$ cat config.mk
export PLATFORM = sky130hd
export DESIGN_NAME = mbe_front
export DESIGN_NICKNAME = d
export VERILOG_FILES = /design/src/mbe_pkg.sv /design/src/mbe_front.sv
export SDC_FILE = /design/constraint.sdc
export NUM_CORES = 2
export LEC_CHECK = 0
export BUFFER_PORTS_ARGS = -buffer_cell sky130_fd_sc_hd__buf_2
export CAP_MARGIN = 30
export CORE_MARGIN = 1.5
export CORE_UTILIZATION = 54
export CTS_BUF_LIST = sky130_fd_sc_hd__clkbuf_16
export DETAILED_ROUTE_END_ITERATION = 8
export PLACE_DENSITY_LB_ADDON = 0.08
export SKIP_CTS_REPAIR_TIMING = 1
export SLEW_MARGIN = 20
export SYNTH_ARGS = -nofsm -noshare
export SYNTH_HDL_FRONTEND = slang
export SYNTH_SLANG_ARGS = --single-unit
$ cat constraint.sdc
create_clock -name i_clk -period 28.1 [get_ports i_clk]
set_input_delay 1.405 -clock i_clk [delete_from_list [all_inputs] [get_ports i_clk]]
set_output_delay 1.405 -clock i_clk [all_outputs]
set_load 0.01 [all_outputs]
$ cat src/mbe_pkg.sv
`default_nettype none
package mbe_pkg;
    localparam int FRAC_BITS = 28;
    localparam int MAX_ROW_WIDTH = 16384;
    localparam int COUNT_BITS = 20;
    localparam int IDX_BITS = 28;
    localparam int RW_BITS = 15;
    localparam int DIV_STEPS = IDX_BITS;

    typedef enum logic [2:0] {
        REG_LEFT = 3'd0, REG_LOWER = 3'd1, REG_CSTEP = 3'd2,
        REG_RSTEP = 3'd3, REG_WIDTH = 3'd4, REG_MAXIT = 3'd5
    } t_reg_idx;

    typedef enum logic [1:0] {FR_IDLE, FR_DIV, FR_MUL, FR_PUSH} t_front_state;

    typedef enum logic [3:0] {
        BK_IDLE, BK_LOAD, BK_SQ, BK_CARD1, BK_CARD2, BK_CARD3, BK_CHECK, BK_ITER,
        BK_MULS, BK_DONE
    } t_back_state;

    typedef struct packed {
        logic [IDX_BITS-1:0] idx;
        logic signed [31:0]  cr;
        logic signed [31:0]  ci;
    } t_point;

    // floor(a*b / 2^FRAC_BITS). With 33-bit operands the result stays far
    // below the 2^60 magnitude cap, so no clamp is needed.
    function automatic logic signed [63:0] fmul(input logic signed [32:0] a,
                                                input logic signed [32:0] b);
        logic signed [65:0] p;
        begin
            p = 66'(a) * 66'(b);
            fmul = 64'(p >>> FRAC_BITS);
        end
    endfunction

    function automatic logic signed [31:0] sat32(input logic signed [63:0] v);
        if (v > 64'sd2147483647)
            sat32 = 32'sh7FFFFFFF;
        else if (v < -64'sd2147483648)
            sat32 = 32'sh80000000;
        else
            sat32 = 32'(v);
    endfunction
endpackage
`default_nettype wire

$ cat src/mbe_front.sv
`default_nettype none
module mbe_front import mbe_pkg::*; (
    input  wire logic                 i_clk,
    input  wire logic                 i_rst_n,
    input  wire logic                 i_go,
    input  wire logic [IDX_BITS-1:0]  i_idx,
    input  wire logic signed [31:0]   i_left,
    input  wire logic signed [31:0]   i_lower,
    input  wire logic [30:0]          i_cstep,
    input  wire logic [30:0]          i_rstep,
    input  wire logic [RW_BITS-1:0]   i_width,
    input  wire logic                 i_q_full,
    output logic                      o_idle,
    output logic                      o_push,
    output t_point                    o_point
);
    t_front_state r_st, n_st;
    logic [IDX_BITS-1:0] r_idx, r_quo;
    logic [RW_BITS:0]    r_rem, r_div;
    logic [4:0]          r_cnt;
    logic signed [31:0]  r_cr, r_ci;
    logic [RW_BITS:0]    w_rem2;
    logic [RW_BITS:0]    w_rw;

    always_comb begin
        if (i_width == '0)
            w_rw = (RW_BITS+1)'(1);
        else if ({1'b0, i_width} > (RW_BITS+1)'(MAX_ROW_WIDTH))
            w_rw = (RW_BITS+1)'(MAX_ROW_WIDTH);
        else
            w_rw = {1'b0, i_width};
    end

    // Restoring division, one quotient bit per cycle.
    assign w_rem2 = {r_rem[RW_BITS-1:0], r_quo[IDX_BITS-1]};

    always_comb begin
        n_st = r_st;
        case (r_st)
            FR_IDLE: if (i_go) n_st = FR_DIV;
            FR_DIV:  if (r_cnt == 5'(DIV_STEPS - 1)) n_st = FR_MUL;
            FR_MUL:  n_st = FR_PUSH;
            FR_PUSH: if (!i_q_full) n_st = FR_IDLE;
            default: n_st = FR_IDLE;
        endcase
    end

    always_comb begin
        o_idle = (r_st == FR_IDLE);
        o_push = (r_st == FR_PUSH) && !i_q_full;
        o_point.idx = r_idx;
        o_point.cr = r_cr;
        o_point.ci = r_ci;
    end

    always_ff @(posedge i_clk) begin
        if (!i_rst_n) begin
            r_st <= FR_IDLE;
        end else begin
            r_st <= n_st;
        end
        case (r_st)
            FR_IDLE: begin
                r_idx <= i_idx;
                r_quo <= i_idx;
                r_rem <= '0;
                r_cnt <= '0;
                r_div <= w_rw;
            end
            FR_DIV: begin
                r_cnt <= r_cnt + 5'd1;
                if (w_rem2 >= r_div) begin
                    r_rem <= w_rem2 - r_div;
                    r_quo <= {r_quo[IDX_BITS-2:0], 1'b1};
                end else begin
                    r_rem <= w_rem2;
                    r_quo <= {r_quo[IDX_BITS-2:0], 1'b0};
                end
            end
            FR_MUL: begin
                r_cr <= sat32(64'(i_left) + 64'(48'(r_rem) * 48'(i_cstep)));
                r_ci <= sat32(64'(i_lower) + 64'(60'(r_quo) * 60'(i_rstep)));
            end
            default: ;
        endcase
    end
endmodule
`default_nettype wire

==> results by group <==
Worst setup path
  – Reg2reg path depth: 38
  – Crit-path leading delay family: adder cells
  – Worst path most repeated cell: fa_1
  – Critical path class: input port to register
  – CP bufs+invs: 6
  – Crit start category: input port
  – CP max-delay cell: buf_2
  – Crit path arrival time: 12.55 ns
  – CP Data Required Time: 28.45 ns
  – Max Fanout on Critical Path: 31
  – WP depth: 38
  – CP Capture Type: register
  – Max incr delay on CP: 0.59 ns

Clock tree
  – Clock buffer depth: 2
  – Root Buffer: clkbuf_16
  – CTS tree: yes
  – Clock sink count: 158
  – Later-pin clock latency in the skew report: about 0.51 ns
  – CTS buffer count: 17
  – H-Tree Depth: 4
  – CTS clk-pin slew, worst paths: roughly 0.090 ns

Global routing
  – Vias in the first global route: 44800
  – Gr usage total: 29.8%
  – Grt ovf: 0
  – Initial antenna violation count: 12
  – Largest net degree at the start of global routing: 51
  – Global-route wire length before repair: 247000 microns

Logic synthesis
  – Most instantiated cells after synthesis: inv_1, fa_1, nand2_1
  – Syn Nets: 8154
  – Synth Warn #: 0
  – Synth top area share: between 40 and 50%
  – #FFs+latches synth: 158
  – Cells after synthesis: between 6000 and 7000
  – Top cells by area, synth: fa_1, ha_1, inv_1, edfxtp_1, and2_1
  – Syn_area_per_cell: 8.88 sq um
  – Synth unique cells: 85
  – Most frequent cell after synthesis: inv_1
  – Synth Flop Type: edfxtp_1
  – Post-synth ARST share: 0%
  – Synthesized area: 56500 sq um
  – Area leader, netlist: fa_1
  – Post-synth EDFFs: 156
  – Sequential area share after synthesis: roughly 8.4%

Job
  – Maxcap violations: 0

Placement
  – IO Port Bufs: between 200 and 300
  – Dpl hpwl: 122000 microns
  – Dpl cells: about 7800
  – Final estimated routing congestion in global placement: about 0.88

Run status
  – Status: completed

Floorplan
  – IO Pins: ~270
  – CORE AREA: 104000 sq um
  – Die Span Y: 326 microns
  – Die Footprint: approximately 110000 sq um
  – Die X: ~330 microns
  – Row count: 118
  – Initial Util: 54.5%

Timing
  – Crit path time final: between 10 and 15 ns
  – Setup violators final: 0
  – Final period util: a little over two fifths
  – Slew Limit Fails: 0
  – Max Freq: 0.0820 GHz
  – Worst Clk Skew: 0.0192 ns
  – Setup TNS: 0 ns
  – RSZ-0062 raised after global routing: no
  – Slew at the pin closest to its max-slew limit: about 0.94 ns
  – Worst slew margin: between 30% and 40%
  – Final hold violation count: 0

Detailed routing
  – Post-Route WL: 154000 microns
  – Drt pass-1 iters: 5
  – Vias per inst: 5.51
  – Final ANT Viol Nets: 0
  – First-iteration detailed-routing DRC count: 2720
  – WL/cell: 19.8 microns
  – Via Count: 42900
  – # DRC: 0

Final layout
  – Non-filler instance count after layout: 7788
  – P&R area growth vs syn: 5.18%
  – Layout cells sized above 1: 6.96%
  – Final nets: between 8000 and 9000

Worst hold path
  – Cell count of the worst hold path: 2
  – Hold WC Path Type: register to register
==> through the flow <==
| stage | worst slack [ns] | hold slack, ns | instance area, sq um | utilization, % |
|---|---|---|---|---|
| finish | 15.90 | 0.556 | 59400 | 57.3 |
| global route | 15.29 | 0.603 | 59400 | 57.3 |
| CTS | 15.90 | 0.553 | 59400 | 57.3 |
| detailed placement | 15.36 | 0.537 | 58800 | 56.7 |
| global placement | 15.64 | 0.530 | 58800 | 56.7 |
| floorplan | 16.83 | 0.500 | 56500 | - |
==> cell usage in the layout, fill, tap and decap left out, types with 44 or more instances in the layout <==
cell / count
a21o_1: 151
a21oi_1: 205
and2_1: 574
buf_2: 266
buf_4: 53
edfxtp_1: 156
fa_1: 1159
ha_1: 459
inv_1: 1381
nand2_1: 936
nand3_1: 44
nor2_1: 139
nor2b_1: 50
o21ai_0: 110
xnor2_1: 119
xor2_1: 75
==> sequential cells by signal (all words and copies together), names as in the netlist <==
name	flops
r_ci	32
r_cr	32
r_idx	28
r_quo	28
r_rem	16
r_div	15
r_cnt	5
r_st	2
==> worst min-delay path, delay by kind of cell, from the launching register on <==
family	cells	cell delay, ns
flip-flops	1	0.35
AND/OR/NAND/NOR	2	0.16
==> metal layers <==
layer / global-route usage, % / wire length, microns / vias to the layer above
li1: - / - / 19400
met1: 39.2 / 63700 / 21900
met2: 51.5 / 77100 / 1317
met3: 3.62 / 8400 / 239
met4: 9.45 / 5210 / 10
met5: 0 / 69 / -
==> logic make-up after synthesis <==
logic type,share of synthesized area (%)
AND/OR/NAND/NOR,16.6
buffers and inverters,11.3
adder cells (fa/ha/maj),51.3
AO/OA/AOI/OAI,8.55
XOR/XNOR,3.01
flip-flops,8.36
multiplexers,0.860
==> cell type report <==
| cell class | instances | area [sq um] |
|---|---|---|
| fillers | 9640 | 44200 |
| inverters | 1381 | 5180 |
| clock buffers | 17 | 425 |
| repair buffers | 320 | 1750 |
| well taps | 1380 | 1730 |
| diodes | 4 | 10.0 |
| multi-input cells | 4513 | 45400 |
| clock inverters | 15 | 188 |
| flip-flops and latches | 158 | 4720 |
==> worst paths after layout <==
| kind | start | endpoint | slack (ns) |
|---|---|---|---|
| worst min-delay path | r_st[0]$_SDFFE_PN0P_ | r_st[0]$_SDFFE_PN0P_ | 0.56 |
| worst max-delay path | i_rstep[19] | r_ci[2]$_SDFFCE_PN1P_ | 15.90 |
| worst max register to register | r_quo[10]$_DFFE_PP_ | r_ci[2]$_SDFFCE_PN1P_ | 16.20 |
| worst min register to register | r_st[0]$_SDFFE_PN0P_ | r_st[0]$_SDFFE_PN0P_ | 0.56 |
Power is left out: the tool's default activity adds up to more than one toggle a clock period on the data nets, which glitch-free logic cannot reach.
