===== src/mbe_pkg.sv =====
`default_nettype none
package mbe_pkg;
    localparam int FRAC_BITS = 28;
    localparam int MAX_ROW_WIDTH = 16384;
    localparam int COUNT_BITS = 20;
    localparam int IDX_BITS = 28;
    localparam int RW_BITS = 15;
    localparam int DIV_STEPS = IDX_BITS;

    typedef enum logic [2:0] {
        REG_LEFT = 3'd0, REG_LOWER = 3'd1, REG_CSTEP = 3'd2,
        REG_RSTEP = 3'd3, REG_WIDTH = 3'd4, REG_MAXIT = 3'd5
    } t_reg_idx;

    typedef enum logic [1:0] {FR_IDLE, FR_DIV, FR_MUL, FR_PUSH} t_front_state;

    typedef enum logic [3:0] {
        BK_IDLE, BK_LOAD, BK_SQ, BK_CARD1, BK_CARD2, BK_CARD3, BK_CHECK, BK_ITER,
        BK_MULS, BK_DONE
    } t_back_state;

    typedef struct packed {
        logic [IDX_BITS-1:0] idx;
        logic signed [31:0]  cr;
        logic signed [31:0]  ci;
    } t_point;

    // floor(a*b / 2^FRAC_BITS). With 33-bit operands the result stays far
    // below the 2^60 magnitude cap, so no clamp is needed.
    function automatic logic signed [63:0] fmul(input logic signed [32:0] a,
                                                input logic signed [32:0] b);
        logic signed [65:0] p;
        begin
            p = 66'(a) * 66'(b);
            fmul = 64'(p >>> FRAC_BITS);
        end
    endfunction

    function automatic logic signed [31:0] sat32(input logic signed [63:0] v);
        if (v > 64'sd2147483647)
            sat32 = 32'sh7FFFFFFF;
        else if (v < -64'sd2147483648)
            sat32 = 32'sh80000000;
        else
            sat32 = 32'(v);
    endfunction
endpackage
`default_nettype wire


===== src/mbe_queue.sv =====
`default_nettype none
module mbe_queue import mbe_pkg::*; (
    input  wire logic   i_clk,
    input  wire logic   i_rst_n,
    input  wire logic   i_push,
    input  t_point      i_data,
    input  wire logic   i_pop,
    output logic        o_full,
    output logic        o_empty,
    output t_point      o_data
);
    t_point     r_mem [2];
    logic       r_wp, r_rp;
    logic [1:0] r_cnt;

    assign o_full  = (r_cnt == 2'd2);
    assign o_empty = (r_cnt == 2'd0);
    assign o_data  = r_mem[r_rp];

    always_ff @(posedge i_clk) begin
        if (!i_rst_n) begin
            r_wp <= 1'b0;
            r_rp <= 1'b0;
            r_cnt <= '0;
        end else begin
            if (i_push) r_wp <= ~r_wp;
            if (i_pop) r_rp <= ~r_rp;
            r_cnt <= r_cnt + 2'(i_push) - 2'(i_pop);
        end
        if (i_push) r_mem[r_wp] <= i_data;
    end
endmodule
`default_nettype wire


===== config.mk =====
export PLATFORM = sky130hd
export DESIGN_NAME = mbe_queue
export DESIGN_NICKNAME = d
export VERILOG_FILES = /design/src/mbe_pkg.sv /design/src/mbe_queue.sv
export SDC_FILE = /design/constraint.sdc
export NUM_CORES = 1
export LEC_CHECK = 0
export ABC_AREA = 1
export BUFFER_PORTS_ARGS = -buffer_cell sky130_fd_sc_hd__clkbuf_2
export CAP_MARGIN = 15
export CORE_UTILIZATION = 25
export DETAILED_ROUTE_END_ITERATION = 6
export GPL_ROUTABILITY_DRIVEN = 1
export SYNTH_ARGS = -nofsm -noshare
export SYNTH_HDL_FRONTEND = slang
export SYNTH_SLANG_ARGS = --single-unit

===== constraint.sdc =====
create_clock -name i_clk -period 9 [get_ports i_clk]
set_clock_uncertainty 0.2 [all_clocks]
set_input_delay 1.35 -clock i_clk [delete_from_list [all_inputs] [get_ports i_clk]]
set_output_delay 1.35 -clock i_clk [all_outputs]
set_load 0.05 [all_outputs]

==> results of run 1 <==
[cell type report]
type | count | area, um^2 | share of cell area [%]
tap | 384 | 480 | 5.27
timing repair buffer | 193 | 988 | 10.8
inverter | 7 | 28.8 | 0.315
multi-input combinational | 113 | 1440 | 15.8
clock buffer | 17 | 425 | 4.66
sequential | 189 | 5630 | 61.7
clock inverter | 15 | 129 | 1.41
[critical path, cell delays in order (launching register included)]
cell and delay, ns:
dfxtp_4 0.95, buf_4 0.78, mux2_4 0.37, clkbuf_2 0.24
[layer usage]
metal	part of all wire, %	wire length, um	global-route usage, %
met1	41	5710	10.5
met2	51	7070	16.0
met3	7.2	999	3.36
met4	1.3	180	3.81
met5	0	0	0
[kinds of logic (layout without fill, tap and decap cells)]
family / Yosys count / in the layout / synth area share, %
AOI/OAI and AO/OA: 1 / 1 / 0.0688
and+or+nand+nor: 18 / 18 / 0.947
muxes: 92 / 92 / 18.4
buffers and inverters: 17 / 232 / 2.79
adders and majority gates: 2 / 2 / 0.344
DFF: 189 / 189 / 77.5
[stage by stage]
stage / std cells / utilization [%] / hold WS [ns] / power (uW) / area (um^2)
after global routing: 918 / 31.9 / 0.370 / 2150 / 9120
after global placement: 885 / 29.9 / 0.280 / 1370 / 8550
final: 918 / 31.9 / 0.342 / 2070 / 9120
after CTS: 917 / 31.8 / 0.349 / 2110 / 9100
after floorplan: 319 / - / 0.263 / 1310 / 7260
after detailed placement: 885 / 29.9 / 0.316 / 1380 / 8550
[worst max-delay path by stage]
stage,cells past startpoint,end,start
after floorplan,2,r_mem[0][0],i_push
after global routing,3,o_data[55],flop
after CTS,3,o_data[55],flop
final,3,o_data[56],flop
after global placement,3,o_data[55],flop
after detailed placement,3,o_data[55],flop
[cell usage after synthesis]
master    instances  share of area, %
a21oi_1           1             0.069
buf_12            8               2.2
buf_2             1             0.069
buf_6             1              0.16
dfxtp_1           5               1.4
edfxtp_1        184                76
ha_1              2              0.34
inv_1             7              0.36
mux2_2           12               1.9
mux2_4           80                17
nand2_1           8              0.41
nand3_1           1             0.069
nor2_1            9              0.47
[state kept, by name (all words and copies together) (netlist names), named ones only]
| name | flops |
|---|---|
| r_wp | 1 |
| r_rp | 1 |
| r_mem | 184 |
| r_cnt | 2 |
[power breakdown]
part | leakage (uW) | internal (uW) | switching, uW
sequential | 0.00177 | 1020 | 20.0
combinational | 0.00155 | 101 | 212
clock | 0.000266 | 364 | 355
total | 0.00359 | 1480 | 587
==> key figures, run 1 <==
Die
  • Initial Utilization: 25.4%
  • Width of the chip: 172 um
  • Area of the core: 28600 um^2
  • Std-Cell Rows: 62
  • Die H: 172 um
  • Ports: 190
  • Die area: 29700 um^2

CTS
  • CTS buffer count: 17
  • Clk slew on worst S/H paths: 0.07 ns
  • CTS tree: done
  • CTS Sinks: 189
  • CTS resizes: 0
  • Post-CTS Hold Fix Bufs: 0
  • H-tree depth: 4
  • Setup bufs post-CTS: 0
  • CTS Root Cell: clkbuf_16
  • Clock latency on the worst-skew pair: 0.43 ns
  • Clock Tree Buf Depth: 2

Critical path
  • Critical path class: flop to primary output
  • Critical path peak fanout: 50
  • Worst R2R Start: r_wp
  • R2r setup slk: 6.69 ns
  • Worst r2r dst: r_mem[1][12]
  • Critical path endpoint category: primary output
  • Worst Path Arrival: 2.82 ns
  • Required @ worst endpoint: 7.45 ns
  • FF-to-FF path depth: 3
  • Worst setup SP type: flop

Timing
  • Crit share post-route: 48.5%
  • Max Slew Vio Count: 0
  • RSZ-0062 raised after global routing: false
  • Slew @ Worst Pin: 0.928 ns
  • Final Hold Vio Count: 0
  • Relative slew slack: 38.1%
  • Fin crit period: 4.37 ns
  • Final Setup Violations: 0
  • Post-route worst setup slack: 4.63 ns
  • Sum of negative setup slack: 0 ns
  • Fmax: 229 MHz

Layout
  • Fillers: 2801
  • Area growth syn-to-layout: 25.6%
  • Nets: 619
  • Commonest non-fill, non-tap cells in the layout: clkbuf_2 (189), edfxtp_1 (184), mux2_4 (80)
  • Number of antenna diodes: 0
  • Most common cell after layout, fill and taps aside: clkbuf_2
  • Fraction of layout instances using a drive strength above 1: 59.7%

Power
  • Pwr dens: 227 nW/um^2
  • Lkg Pwr: 0.00359 uW
  • Worst vdd ir: 0.000112 V

Global route
  • Initial antenna violation count: 0
  • GRT Overall Usage: 9.36%
  • Largest net degree at the start of global routing: 59
  • Vias in the first global route: 3491
  • GRT overflow: 0
  • First-pass GRT wire length: 19.7 mm

Yosys
  • Distinct cell type count after synthesis: 13
  • Avg Inst Size Synth: 22.8 um^2
  • Seq cells post-synth: 189
  • Syn nets: 417
  • Post-synthesis sequential area ratio: 77.5%
  • Synthesized cell area: 7260 um^2
  • Cells after Synth: 319
  • Synth warn: 0

Drt
  • Post-DR vias/cell: 3.87
  • Via count: 3555
  • Antenna viol nets, final: 0
  • Wire per inst: 15.2 um
  • DRT Pass-1 Iters: 4
  • # DRC: 0
  • WL final: 14.0 mm
  • DRT iter0 DRCs: 178

Hold path
  • Worst min-delay path class: flop to flop
  • Worst Hold Launch: r_rp
  • Worst Hold Depth: 2

Flow run
  • Max-capacitance violation count: 0

Placement
  • DP HPWL: 8.92 mm
  • Placer congestion estimate: 0.638
  • Count of buffers from port buffering: 189
  • Dpl ws: 5.01 ns

Outcome
  • Run status: finished clean
Power figures use the tool's default switching activity.
==> run 2, diff against run 1 <==
==> constraint.sdc (replaced) <==
create_clock -name i_clk -period 4.15 [get_ports i_clk]
set_clock_uncertainty 0.2 [all_clocks]
set_input_delay 0.6225 -clock i_clk [delete_from_list [all_inputs] [get_ports i_clk]]
set_output_delay 0.6225 -clock i_clk [all_outputs]
set_load 0.05 [all_outputs]
==> key figures, run 2 (synthesized netlist as in run 1, its figures left out) <==
Timing
  • Fin crit period: 2.89 ns
  • Relative slew slack: 50.7%
  • Sum of negative setup slack: 0 ns
  • Final Hold Vio Count: 0
  • Final Setup Violations: 0
  • Crit share post-route: 69.7%
  • RSZ-0062 raised after global routing: false
  • Fmax: 346 MHz
  • Slew @ Worst Pin: 0.739 ns
  • Max Slew Vio Count: 0

Power
  • Pwr dens: 499 nW/um^2
  • Worst vdd ir: 0.000231 V
  • Power, Total: 4590 uW
  • Lkg Pwr: 0.00361 uW

CTS
  • Post-CTS Hold Fix Bufs: 0
  • CTS tree: done
  • H-tree depth: 4
  • Setup bufs post-CTS: 0
  • Clock latency on the worst-skew pair: 0.41 ns
  • Clk slew on worst S/H paths: 0.08 ns
  • CTS Root Cell: clkbuf_16
  • CTS buffer count: 17
  • CTS Sinks: 189
  • Clock Tree Buf Depth: 2
  • CTS resizes: 0

Layout
  • Most common cell after layout, fill and taps aside: clkbuf_2
  • Reg with most FFs: r_mem
  • Fraction of layout instances using a drive strength above 1: 59.3%
  • Non-filler instance count after layout: 919
  • Final core occ: 32.1%
  • Largest regs: r_mem x184, r_cnt x2
  • Area growth syn-to-layout: 26.6%
  • Nets: 620
  • Number of antenna diodes: 0
  • Fillers: 2788
  • Max FFs per register: 184
  • Commonest non-fill, non-tap cells in the layout: clkbuf_2 (189), edfxtp_1 (184), mux2_4 (80)

Critical path
  • Worst r2r dst: r_mem[1][67]
  • Critical path class: flop to primary output
  • Required @ worst endpoint: 3.33 ns
  • Worst Path Arrival: 2.07 ns
  • End of the critical path: o_data[4]
  • Worst R2R Start: r_wp
  • FF-to-FF path depth: 3
  • Critical path endpoint category: primary output
  • R2r setup slk: 2.25 ns
  • Critical path peak fanout: 38
  • Worst setup SP type: flop

Die
  • Die area: 29700 um^2
  • Initial Utilization: 25.4%
  • Width of the chip: 172 um
  • Std-Cell Rows: 62
  • Area of the core: 28600 um^2
  • Ports: 190
  • Die H: 172 um

Placement
  • Dpl cells: 887
  • DP HPWL: 8.66 mm
  • Placer congestion estimate: 0.642
  • Count of buffers from port buffering: 189

Drt
  • Via count: 3483
  • Wire per inst: 14.5 um
  • # DRC: 0
  • Post-DR vias/cell: 3.79
  • DRT iter0 DRCs: 147
  • DRT Pass-1 Iters: 4
  • WL final: 13.4 mm
  • Antenna viol nets, final: 0

Global route
  • Initial antenna violation count: 0
  • Largest net degree at the start of global routing: 51
  • GRT Overall Usage: 9.00%
  • First-pass GRT wire length: 19.6 mm
  • Vias in the first global route: 3661
  • GRT overflow: 0

Hold path
  • Worst Hold Depth: 1
  • Worst min-delay path class: input port to flop

Outcome
  • Run status: finished clean

Flow run
  • Max-capacitance violation count: 0
==> run 2: changes by cell type in the layout (fill, tap and decap cells not counted), sizes merged <==
cell	before	now
clkbuf	206	208
buf	4	5
inv	15	11
bufinv	0	3
clkinv	4	3
==> run 2: worst min path at each step <==
| stage | startpoint | endpoint | slack, ns |
|---|---|---|---|
| finish | i_data[83] | r_mem[0][83] | 0.19 |
| global route | i_data[83] | r_mem[1][83] | 0.16 |
| CTS | i_data[83] | r_mem[0][83] | 0.16 |
| detailed placement | r_rp | r_rp | 0.30 |
| global placement | r_rp | r_rp | 0.28 |
| floorplan | r_rp | flop | 0.26 |
==> run 2: layout make-up <==
class,count,area [um^2],area share (%)
Sequential cell,189,5630,61.2
Inverter,7,28.8,0.313
Timing Repair Buffer,194,1020,11.1
Multi-Input combinational cell,113,1440,15.7
Clock inverter,13,163,1.77
Tap cell,384,480,5.22
Clock buffer,19,433,4.71
==> run 2: layer usage <==
layer / routed length [um] / track usage (%) / part of all wire [%]
met1: 5660 / 10.4 / 42
met2: 6740 / 15.3 / 50
met4: 115 / 3.00 / 0.86
met3: 854 / 3.43 / 6.4
met5: 0 / 0 / 0
==> run 2: worst max-delay path, stage by stage, from the launching register on <==
cell and delay, ns:
dfxtp_4 0.66, buf_12 0.34, mux2_2 0.39, clkbuf_2 0.24
==> run 2: stage by stage <==
step           setup slack (ns)  hold WS, ns  instance area, um^2
2_1_floorplan             0.488        0.263                 7270
3_3_place_gp               1.67        0.278                 8600
3_5_place_dp               1.66        0.303                 8600
4_1_cts                    1.19        0.158                 9200
5_1_grt                    1.15        0.155                 9200
6_report                   1.26        0.187                 9200
==> run 2: report_power, final <==
part | switching, uW | total [uW] | internal, uW
clock network | 701 | 1660 | 954
logic | 470 | 691 | 221
registers | 33.4 | 2240 | 2210
total | 1210 | 4590 | 3380
